### src/hdl/lsfg_pkg.sv
package lsfg_pkg;

   localparam int unsigned LedCountDefault = 12;
   localparam int unsigned IdxW            = 4;
   localparam int unsigned ChanW           = 8;
   localparam int unsigned ProdW           = 2 * ChanW;
   localparam int unsigned QueueDepth      = 2;
   localparam logic [ChanW-1:0] BrightReset = 8'd160;
   localparam logic [ChanW-1:0] ChanFull    = 8'd255;

   // Hue region boundaries, 43 hue steps per region.
   localparam logic [ChanW-1:0] HueRegion = 8'd43;
   localparam logic [ChanW-1:0] HueBound1 = 8'(1 * 43);
   localparam logic [ChanW-1:0] HueBound2 = 8'(2 * 43);
   localparam logic [ChanW-1:0] HueBound3 = 8'(3 * 43);
   localparam logic [ChanW-1:0] HueBound4 = 8'(4 * 43);
   localparam logic [ChanW-1:0] HueBound5 = 8'(5 * 43);

   typedef enum logic [1:0] {
      KIND_OFF     = 2'd0,
      KIND_SOLID   = 2'd1,
      KIND_RAINBOW = 2'd2
   } kind_type;

   typedef struct packed {
      logic [ChanW-1:0] red;
      logic [ChanW-1:0] green;
      logic [ChanW-1:0] blue;
   } rgb_type;

   typedef struct packed {
      kind_type kind;
      rgb_type  color;
   } cmd_type;

   typedef struct packed {
      logic    valid;
      cmd_type cmd;
   } queue_head_type;

   typedef struct packed {
      logic [IdxW-1:0] index;
      logic            last;
      rgb_type         color;
   } led_word_type;

   typedef struct packed {
      logic [IdxW-1:0]  index;
      logic             last;
      logic [ProdW-1:0] red;
      logic [ProdW-1:0] green;
      logic [ProdW-1:0] blue;
   } led_prod_type;

   // (255 * x) >> 8 by shift and subtract.
   function automatic logic [ChanW-1:0] mul255_hi(input logic [ChanW-1:0] x);
      logic [ProdW-1:0] p;
      p = {x, 8'h00} - {8'h00, x};
      return p[ProdW-1:ChanW];
   endfunction

   // Exact x / 255 for any product of two 8-bit channels.
   function automatic logic [ChanW-1:0] div255(input logic [ProdW-1:0] x);
      logic [ProdW:0] s;
      s = {1'b0, x} + {9'h000, x[ProdW-1:ChanW]} + 17'd1;
      return s[ProdW-1:ChanW];
   endfunction

   // Six-region hue to color at full saturation and value.
   function automatic rgb_type rainbow_rgb(input logic [ChanW-1:0] hue);
      logic [ChanW-1:0] base;
      logic [ChanW-1:0] off;
      logic [ChanW-1:0] rem;
      logic [ChanW-1:0] q;
      logic [ChanW-1:0] t;
      rgb_type          c;
      if (hue < HueBound1) begin
         base = 8'd0;
      end else if (hue < HueBound2) begin
         base = HueBound1;
      end else if (hue < HueBound3) begin
         base = HueBound2;
      end else if (hue < HueBound4) begin
         base = HueBound3;
      end else if (hue < HueBound5) begin
         base = HueBound4;
      end else begin
         base = HueBound5;
      end
      off = hue - base;
      rem = {off[5:0], 2'b00} + {off[6:0], 1'b0};
      q   = mul255_hi(ChanFull - mul255_hi(rem));
      t   = mul255_hi(ChanFull - mul255_hi(ChanFull - rem));
      if (base == 8'd0) begin
         c = '{red: ChanFull, green: t, blue: 8'd0};
      end else if (base == HueBound1) begin
         c = '{red: q, green: ChanFull, blue: 8'd0};
      end else if (base == HueBound2) begin
         c = '{red: 8'd0, green: ChanFull, blue: t};
      end else if (base == HueBound3) begin
         c = '{red: 8'd0, green: q, blue: ChanFull};
      end else if (base == HueBound4) begin
         c = '{red: t, green: 8'd0, blue: ChanFull};
      end else begin
         c = '{red: ChanFull, green: 8'd0, blue: q};
      end
      return c;
   endfunction

endpackage

### src/hdl/lsfg_front.sv
module lsfg_front (
   input  logic                    clock,
   input  logic                    reset,
   input  logic                    req_valid,
   output logic                    req_stall,
   input  logic                    req_light_on,
   input  logic                    req_rainbow_mode,
   input  logic [7:0]              req_red_in,
   input  logic [7:0]              req_green_in,
   input  logic [7:0]              req_blue_in,
   output lsfg_pkg::queue_head_type head,
   input  logic                    head_pop
);
   import lsfg_pkg::*;

   localparam int unsigned PtrW = (QueueDepth > 1) ? $clog2(QueueDepth) : 1;
   localparam int unsigned CntW = $clog2(QueueDepth + 1);

   cmd_type          mem_ff [QueueDepth];
   logic [PtrW-1:0]  wr_ptr_ff, wr_ptr_in;
   logic [PtrW-1:0]  rd_ptr_ff, rd_ptr_in;
   logic [CntW-1:0]  count_ff, count_in;
   cmd_type          cmd_new;
   logic             push;
   logic             pop;

   // Classify the request: off wins over rainbow.
   always_comb begin
      cmd_new.color = '{red: req_red_in, green: req_green_in, blue: req_blue_in};
      if (!req_light_on) begin
         cmd_new.kind = KIND_OFF;
      end else if (req_rainbow_mode) begin
         cmd_new.kind = KIND_RAINBOW;
      end else begin
         cmd_new.kind = KIND_SOLID;
      end
   end

   assign req_stall = (count_ff == CntW'(QueueDepth));
   assign push      = req_valid && !req_stall;
   assign pop       = head_pop && (count_ff != '0);

   always_comb begin
      wr_ptr_in = wr_ptr_ff;
      rd_ptr_in = rd_ptr_ff;
      count_in  = count_ff;
      if (push) begin
         wr_ptr_in = (wr_ptr_ff == PtrW'(QueueDepth - 1)) ? '0 : wr_ptr_ff + 1'b1;
      end
      if (pop) begin
         rd_ptr_in = (rd_ptr_ff == PtrW'(QueueDepth - 1)) ? '0 : rd_ptr_ff + 1'b1;
      end
      if (push && !pop) begin
         count_in = count_ff + 1'b1;
      end else if (pop && !push) begin
         count_in = count_ff - 1'b1;
      end
   end

   always_ff @(posedge clock) begin
      if (reset) begin
         wr_ptr_ff <= '0;
         rd_ptr_ff <= '0;
         count_ff  <= '0;
      end else begin
         wr_ptr_ff <= wr_ptr_in;
         rd_ptr_ff <= rd_ptr_in;
         count_ff  <= count_in;
      end
   end

   always_ff @(posedge clock) begin
      if (push) begin
         mem_ff[wr_ptr_ff] <= cmd_new;
      end
   end

   assign head.valid = (count_ff != '0);
   assign head.cmd   = mem_ff[rd_ptr_ff];

endmodule

### src/hdl/lsfg_back.sv
module lsfg_back #(
   parameter int unsigned LED_COUNT = lsfg_pkg::LedCountDefault
) (
   input  logic                     clock,
   input  logic                     reset,
   input  logic [7:0]               brightness,
   input  lsfg_pkg::queue_head_type head,
   output logic                     head_pop,
   output logic                     rsp_valid,
   input  logic                     rsp_stall,
   output lsfg_pkg::led_word_type   rsp_word
);
   import lsfg_pkg::*;

   localparam int unsigned CntW = (LED_COUNT > 1) ? $clog2(LED_COUNT) : 1;
   localparam int unsigned HueStep = 256 / LED_COUNT;
   localparam logic [ChanW-1:0] HueStep8 = ChanW'(HueStep);
   localparam logic [CntW-1:0]  LastPos  = CntW'(LED_COUNT - 1);

   logic [CntW-1:0]  pos_ff, pos_in;
   logic [ChanW-1:0] hue_ff, hue_in;
   logic             s1_valid_ff, s1_valid_in;
   logic             s2_valid_ff, s2_valid_in;
   logic             s3_valid_ff, s3_valid_in;
   led_word_type     s1_ff, s1_in;
   led_prod_type     s2_ff, s2_in;
   led_word_type     s3_ff, s3_in;
   logic             s3_ready, s2_ready, s1_ready;
   logic             issue, at_last;

   // Ready chain from the output register back to the sequencer.
   assign s3_ready = !s3_valid_ff || !rsp_stall;
   assign s2_ready = !s2_valid_ff || s3_ready;
   assign s1_ready = !s1_valid_ff || s2_ready;

   assign at_last  = (pos_ff == LastPos);
   assign issue    = head.valid && s1_ready;
   assign head_pop = issue && at_last;

   // Sequencer: walk the LEDs of the head command, one per cycle while stage 1 is ready.
   always_comb begin
      pos_in = pos_ff;
      hue_in = hue_ff;
      if (issue) begin
         if (at_last) begin
            pos_in = '0;
            hue_in = '0;
         end else begin
            pos_in = pos_ff + 1'b1;
            hue_in = hue_ff + HueStep8;
         end
      end
   end

   // Stage 1: pick the raw color of this LED.
   always_comb begin
      s1_in.index = IdxW'(pos_ff);
      s1_in.last  = at_last;
      case (head.cmd.kind)
         KIND_OFF:     s1_in.color = '0;
         KIND_SOLID:   s1_in.color = head.cmd.color;
         KIND_RAINBOW: s1_in.color = rainbow_rgb(hue_ff);
         default:      s1_in.color = '0;
      endcase
   end

   // Stage 2: multiply by brightness.
   always_comb begin
      s2_in.index = s1_ff.index;
      s2_in.last  = s1_ff.last;
      s2_in.red   = ProdW'(s1_ff.color.red)   * ProdW'(brightness);
      s2_in.green = ProdW'(s1_ff.color.green) * ProdW'(brightness);
      s2_in.blue  = ProdW'(s1_ff.color.blue)  * ProdW'(brightness);
   end

   // Stage 3: divide by 255 into the output register.
   always_comb begin
      s3_in.index       = s2_ff.index;
      s3_in.last        = s2_ff.last;
      s3_in.color.red   = div255(s2_ff.red);
      s3_in.color.green = div255(s2_ff.green);
      s3_in.color.blue  = div255(s2_ff.blue);
   end

   always_comb begin
      s1_valid_in = s1_ready ? head.valid : s1_valid_ff;
      s2_valid_in = s2_ready ? s1_valid_ff : s2_valid_ff;
      s3_valid_in = s3_ready ? s2_valid_ff : s3_valid_ff;
   end

   always_ff @(posedge clock) begin
      if (reset) begin
         pos_ff      <= '0;
         hue_ff      <= '0;
         s1_valid_ff <= 1'b0;
         s2_valid_ff <= 1'b0;
         s3_valid_ff <= 1'b0;
      end else begin
         pos_ff      <= pos_in;
         hue_ff      <= hue_in;
         s1_valid_ff <= s1_valid_in;
         s2_valid_ff <= s2_valid_in;
         s3_valid_ff <= s3_valid_in;
      end
   end

   always_ff @(posedge clock) begin
      if (s1_ready) begin
         s1_ff <= s1_in;
      end
      if (s2_ready) begin
         s2_ff <= s2_in;
      end
      if (s3_ready) begin
         s3_ff <= s3_in;
      end
   end

   assign rsp_valid = s3_valid_ff;
   assign rsp_word  = s3_ff;

endmodule

### src/hdl/led_strip_frame_generator.sv
// Channel    Direction  Handshake             Payload
// req_       in         req_valid/req_stall   light_on, rainbow_mode, red/green/blue_in
// rsp_       out        rsp_valid/rsp_stall   led_index, red/green/blue_out, last_led
// csr_       in         csr_write_enable      csr_write_data (brightness)
//
// Each request expands into LED_COUNT response words, one per cycle while
// rsp_ does not stall; the LED sequencer sets that rate.
// From the queue head each word passes the stage 1, 2 and 3 registers.
// Reset is synchronous, active high; brightness returns to 160.
// A two-entry request queue lets req_ flow on while rsp_ stalls, until it is full.
module led_strip_frame_generator #(
   parameter int unsigned LED_COUNT = lsfg_pkg::LedCountDefault
) (
   input  logic       clock,
   input  logic       reset,
   // request channel
   input  logic       req_valid,
   output logic       req_stall,
   input  logic       req_light_on,
   input  logic       req_rainbow_mode,
   input  logic [7:0] req_red_in,
   input  logic [7:0] req_green_in,
   input  logic [7:0] req_blue_in,
   // response channel
   output logic       rsp_valid,
   input  logic       rsp_stall,
   output logic [3:0] rsp_led_index,
   output logic [7:0] rsp_red_out,
   output logic [7:0] rsp_green_out,
   output logic [7:0] rsp_blue_out,
   output logic       rsp_last_led,
   // brightness register
   input  logic       csr_write_enable,
   input  logic [7:0] csr_write_data
);
   import lsfg_pkg::*;

   logic [ChanW-1:0] brightness_ff, brightness_in;
   queue_head_type   head;
   logic             head_pop;
   led_word_type     word;

   // Hold brightness; the user must write it only while idle; the block does not enforce it.
   assign brightness_in = csr_write_enable ? csr_write_data : brightness_ff;

   always_ff @(posedge clock) begin
      if (reset) begin
         brightness_ff <= BrightReset;
      end else begin
         brightness_ff <= brightness_in;
      end
   end

   // Front: classify each request and queue it.
   lsfg_front u_front (
      .clock            (clock),
      .reset            (reset),
      .req_valid        (req_valid),
      .req_stall        (req_stall),
      .req_light_on     (req_light_on),
      .req_rainbow_mode (req_rainbow_mode),
      .req_red_in       (req_red_in),
      .req_green_in     (req_green_in),
      .req_blue_in      (req_blue_in),
      .head             (head),
      .head_pop         (head_pop)
   );

   // Back: walk the LEDs, convert hue, scale and register the response.
   lsfg_back #(
      .LED_COUNT (LED_COUNT)
   ) u_back (
      .clock      (clock),
      .reset      (reset),
      .brightness (brightness_ff),
      .head       (head),
      .head_pop   (head_pop),
      .rsp_valid  (rsp_valid),
      .rsp_stall  (rsp_stall),
      .rsp_word   (word)
   );

   assign rsp_led_index = word.index;
   assign rsp_red_out   = word.color.red;
   assign rsp_green_out = word.color.green;
   assign rsp_blue_out  = word.color.blue;
   assign rsp_last_led  = word.last;

endmodule

### config.mk
export PLATFORM = sky130hd
export DESIGN_NAME = led_strip_frame_generator
export DESIGN_NICKNAME = d
export VERILOG_FILES = /design/src/hdl/lsfg_pkg.sv /design/src/hdl/lsfg_front.sv /design/src/hdl/lsfg_back.sv /design/src/hdl/led_strip_frame_generator.sv
export SDC_FILE = /design/constraint.sdc
export NUM_CORES = 1
export LEC_CHECK = 0
export ABC_AREA = 1
export ABC_CLOCK_PERIOD_IN_PS = 5200
export BUFFER_PORTS_ARGS = -buffer_cell sky130_fd_sc_hd__buf_4
export CORE_MARGIN = 2
export CORE_UTILIZATION = 59
export CTS_BUF_LIST = sky130_fd_sc_hd__clkbuf_4 sky130_fd_sc_hd__clkbuf_8 sky130_fd_sc_hd__clkbuf_16
export DETAILED_ROUTE_END_ITERATION = 16
export PLACE_DENSITY = 0.78
export SLEW_MARGIN = 20
export SYNTH_ARGS = -nofsm -noshare
export SYNTH_HDL_FRONTEND = slang
export SYNTH_SLANG_ARGS = --single-unit
export TNS_END_PERCENT = 1
### constraint.sdc
create_clock -name clock -period 5.2 [get_ports clock]
set_input_delay 1.04 -clock clock [delete_from_list [all_inputs] [get_ports clock]]
set_output_delay 1.04 -clock clock [all_outputs]
set_load 0.05 [all_outputs]
# == Word-level counts from Yosys, hierarchy flattened ==
# Memory sizes are Yosys's and may differ from the RTL's. A register that Yosys moved wholly into a read port is not among the register bits.
# Index checks and enable logic that the tools add are counted.
# word_totals
register_bits,138
ram_bits,52
memories,1
# op_classes
add_sub_neg,21
mul,3
order_cmp,5
n_eq_ne,8
mux,24
reduce_logical,19
# mem_list
name,depth,width,rd,rd_clocked_by_memory_dff,wr,line_no,text
u_front.mem_ff,2,26,1,1,1,lsfg_front.sv:19,cmd_type mem_ff [QueueDepth];
# ops
cell,n
two-way mux 24 bit,5
subtractor 16 x 8 -> 16 bit,4
adder 16 x 1 -> 16 bit (second input constant),3
adder 16 x 8 -> 16 bit,3
multiplier 8 x 8 -> 16 bit,3
two-way mux 8 bit,6
case mux 24 bit (2 select lines),1
less-than comparator 8 bit (second input constant),3
subtractor 8 bit (first input constant),3
equality test 8 bit (second input constant),2
adder 8 x 5 -> 8 bit (second input constant),1
adder 8 bit,1
equality test 8 x 6 -> 1 bit (second input constant),1
equality test 8 x 7 -> 1 bit (second input constant),1
zero test 8 bit,1
less-than comparator 8 x 6 -> 1 bit (second input constant),1
less-than comparator 8 x 7 -> 1 bit (second input constant),1
two-way mux 2 bit,4
zero test 1 bit,7
two-way mux 7 bit,1
subtractor 7 bit,1
logical AND 1 bit,6
two-way mux 1 bit,6
adder 4 x 1 -> 4 bit (second input constant),1
9 further kinds,14

# == Logic depth before layout (Yosys ltp) ==
# depth
word_depth,19
depth_mapped,39

# == By module ==
# Synthesis repeated with hierarchy kept, for this count alone.
# hier_totals
hier_cells,1696
area_unflattened_um2,15279.7
# modules_own_cells
module,n_inst,cells_each,area_each_um2
lsfg_back,1,1527,12723.5
lsfg_front,1,122,2239.6
led_strip_frame_generator,1,47,316.6

# == Worst setup path after synthesis ==
# No wires, ideal clock.
# synth_timing
path_kind,reg2reg
from,reg brightness_ff[4]
to,reg u_back.s2_ff[47] (netlist name) (data pin)
setup_time_ns,0.261
t_arrival_ns,4.471
t_required_ns,4.939
setup_slack_ns,0.469
path_stages_with_launch,25
cell_sequence,dfxtp_1 -> clkbuf_1 -> clkbuf_1 -> nand2_1 -> inv_1 -> fa_1 -> fa_1 -> inv_1 -> fa_1 -> fa_1 -> inv_1 -> ha_1 -> nand3b_1 -> and2_1 -> inv_1 -> a21oi_1 -> o21bai_1 -> a21oi_1 -> o21bai_1 -> a21oi_1 -> o21bai_1 -> a21oi_1 -> nor2_1 -> nor2_1 -> xor2_1
# synth_rtl
element,line_no,text
from (decl),led_strip_frame_generator.sv:38,"logic [ChanW-1:0] brightness_ff, brightness_in;"
from (signal assigned),led_strip_frame_generator.sv:48,brightness_ff <= BrightReset;
from (signal assigned),led_strip_frame_generator.sv:50,brightness_ff <= brightness_in;
to (signal assigned),lsfg_back.sv:112,s2_ff <= s2_in;
to (decl),lsfg_back.sv:26,"led_prod_type s2_ff, s2_in;"

==> results_dict.tcl <==
set metrics [dict create \
    hold_class "reg -> reg" \
    routabilityCongestion 0.958 \
    synth_area_leaders "edfxtp_1 32%, fa_1 14%, ha_1 12%, nand2_1 9.2%, inv_1 8.5%" \
    gr-max-usage-layer "met2" \
    clkSinkCount 191 \
    drc 0 \
    final_nets 2074 \
    grt_max_degree 55 \
    cts-root-buf "clkbuf_16" \
    synth_flop_cell "edfxtp_1" \
    syn-instance-count 1712 \
    synth_area_per_cell_um2 8.90 \
    insertion_delay_ps 440 \
    synth.distinct_cells 42 \
    synth-seq-cells 191 \
    netlist.area_leader.share_pct 32.1 \
    crit_required_ps 5400 \
    min_period_over_period_pct 93.9 \
    period_needed_ps 4880 \
    cts_inserted_buffers 17 \
    synthTopCellsByCount "375 x nand2_1, 345 x inv_1, 163 x edfxtp_1" \
    critPathCaptureType "register" \
    cp-start-kind "register" \
    grtUsageMet1_pct 31.4 \
    crit_path_max_fanout 6 \
    tightest_slew_ps 864 \
    critPathKind "reg -> reg" \
    setup_tns_ps 0 \
    finalWirelength_mm 32.4 \
    die_y_um 165 \
    relSlewSlack_pct 42.4 \
    final_hold_viol_count 0 \
    post-synth-top-count-cell "nand2_1" \
    clock_skew_ps 13.6 \
    peakVddDrop_mv 0.284 \
    gr-usage-met3_pct 3.89 \
    grtUsageTotal_pct 25.0 \
    async_flop_share_pct 0 \
    slew_violations 0 \
    yosys_warnings 0 \
    synth_nets 2007 \
    powerDensity_mw_per_mm2 349 \
    wl_per_cell_um 15.3 \
    drive_gt1_share_pct 12.5 \
    die_w_um 165 \
    leakage_nw 9.11 \
    max_freq_mhz 205 \
    clkTransAtPathRegs_ps 80 \
    die_area_mm2 0.0271 \
    fill_cells 1969 \
    synth-seq-area-share_pct 35.8 \
    whs_ps 420 \
    arrival_ps 5090 \
    clockBufferDepth 2 \
    place_ws_ps 55.1 \
    antenna_found_initial 0 \
    maxCapViolations 0 \
    vias_per_cell 5.31 \
    setup_ws_ps 316 \
    syn_area_mm2 0.0152 \
    num_vias 11271 \
    status "finished, final reports clean" \
    grt_setup_unrepaired "yes" \
    overflow 0 \
    power_mw 5.90 \
    grt_pass1_vias 11505 \
    grt_pass1_wl_mm 53.4 \
    rows 58 \
    diodes 0 \
    setup_viol 0 \
    area_growth_pct 10.7 \
    firstDrtPassIters 5 \
    start_util_pct 60.3 \
    drtIter0Drc 844 \
    numPortBuffers 69 \
    use_met2_pct 44.2 \
    num_io_pins 70 \
    synth_edf_count 163 \
    synth_area_leader_cell "edfxtp_1" \
    h-tree-depth 4 \
    hpwl_mm 24.5 \
    core_region_area_mm2 0.0253 \
    cts_tree "done" \
    ant_nets 0 \
]
sequential cells by signal (all words and copies together) (netlist names), named ones only:
register,cells
u_back.s1_valid_ff,1
u_front.count_ff,2
u_back.s2_valid_ff,1
u_back.hue_ff,8
brightness_ff,8
u_back.pos_ff,4
u_front.rd_ptr_ff,1
u_back.rsp_word,29
u_front.mem_ff,52
u_front.wr_ptr_ff,1
u_back.s2_ff,53
u_back.rsp_valid,1
u_back.s1_ff,29
stage by stage:
stage / util, % / area (um^2) / std cells
after detailed placement: 64.0 / 16200 / 2080
final: 66.8 / 16900 / 2122
after global placement: 64.0 / 16200 / 2080
after floorplan: - / 15200 / 1712
after global routing: 66.8 / 16900 / 2122
after CTS: 66.2 / 16700 / 2112
power breakdown:
group	total [mW]	switching, mW	internal, mW
sequential	2.11	0.186	1.92
combinational	2.49	1.63	0.857
clock	1.30	0.665	0.638
critical path, stage by stage, from the launching register on:
cell and delay (ps):
edfxtp_1 520, nand2_1 120, inv_1 70, fa_1 430
fa_1 560, inv_1 50, fa_1 470, fa_1 550
inv_1 60, ha_1 350, a21oi_1 160, o21ai_1 110
a21oi_1 150, inv_1 60, a21oi_1 190, o21ai_1 120
a21oi_1 140, o21bai_1 90, nand2_1 60, inv_1 40
o21ai_0 130, nand2_1 80, xor2_1 140
timing repair:
| item | 4_1_cts | 5_1_grt |
|---|---|---|
| hold buffers | 0 | 0 |
| pin swaps | 0 | 2 |
| setup buffers | 0 | 10 |
| gates resized for setup | 3 | 20 |
| setup endpoints to repair | 3 | 28 |
area by class of cell:
class / count / area [um^2] / share of cell area (%)
Clock inverter: 15 / 148 / 0.875
Inverter: 357 / 1340 / 7.96
Timing Repair Buffer: 113 / 848 / 5.03
Multi-Input combinational cell: 1099 / 8230 / 48.8
Sequential cell: 191 / 5470 / 32.4
Clock buffer: 17 / 425 / 2.52
Tap cell: 330 / 413 / 2.45
layout by cell type, fill, tap and decap left out, types with 5 or more instances in the layout:
cell type and instances:
ha_1 144, xnor2_1 10, nand2_1 374, edfxtp_1 163, inv_1 343, xor2_1 45, nand4_1 8, nor2_1 96
buf_4 113, o21ai_1 8, clkbuf_16 17, o21ai_0 64, fa_1 109, inv_2 13, nor2_2 9, nand3_1 32
a21oi_1 92, dfxtp_1 22, o21bai_1 13, nand2_2 22, inv_8 5, o21a_1 24
logic make-up after synthesis:
| family | Yosys count | synth area share (%) |
|---|---|---|
| and+or+nand+nor | 567 | 15.7 |
| DFF | 191 | 35.8 |
| buffers and inverters | 422 | 10.6 |
| xor gates and xnor gates | 56 | 3.22 |
| AOI/OAI and AO/OA | 220 | 8.17 |
| adders and majority gates | 256 | 26.4 |
path summary, 6_finish.rpt:
kind	start	to	slack (ps)	cells after the start
setup / recovery	u_back.s1_ff[2]	u_back.s2_ff[15]	320	22
setup reg to reg	u_back.s1_ff[2]	u_back.s2_ff[15]	320	22
hold reg to reg	u_back.s2_ff[50]	u_back.rsp_word[26]	420	0
hold / removal	u_back.s2_ff[50]	u_back.rsp_word[26]	420	0
metal layers:
layer  part of all wire [%]  routed length, um  up-vias
met5                      0                  0        -
met3                    5.7               1840       61
li1                       -                  -     5495
met2                     50              16200      360
met1                     42              13600     5355
met4                    2.2                728        0
(Power assumes the default switching activity.)
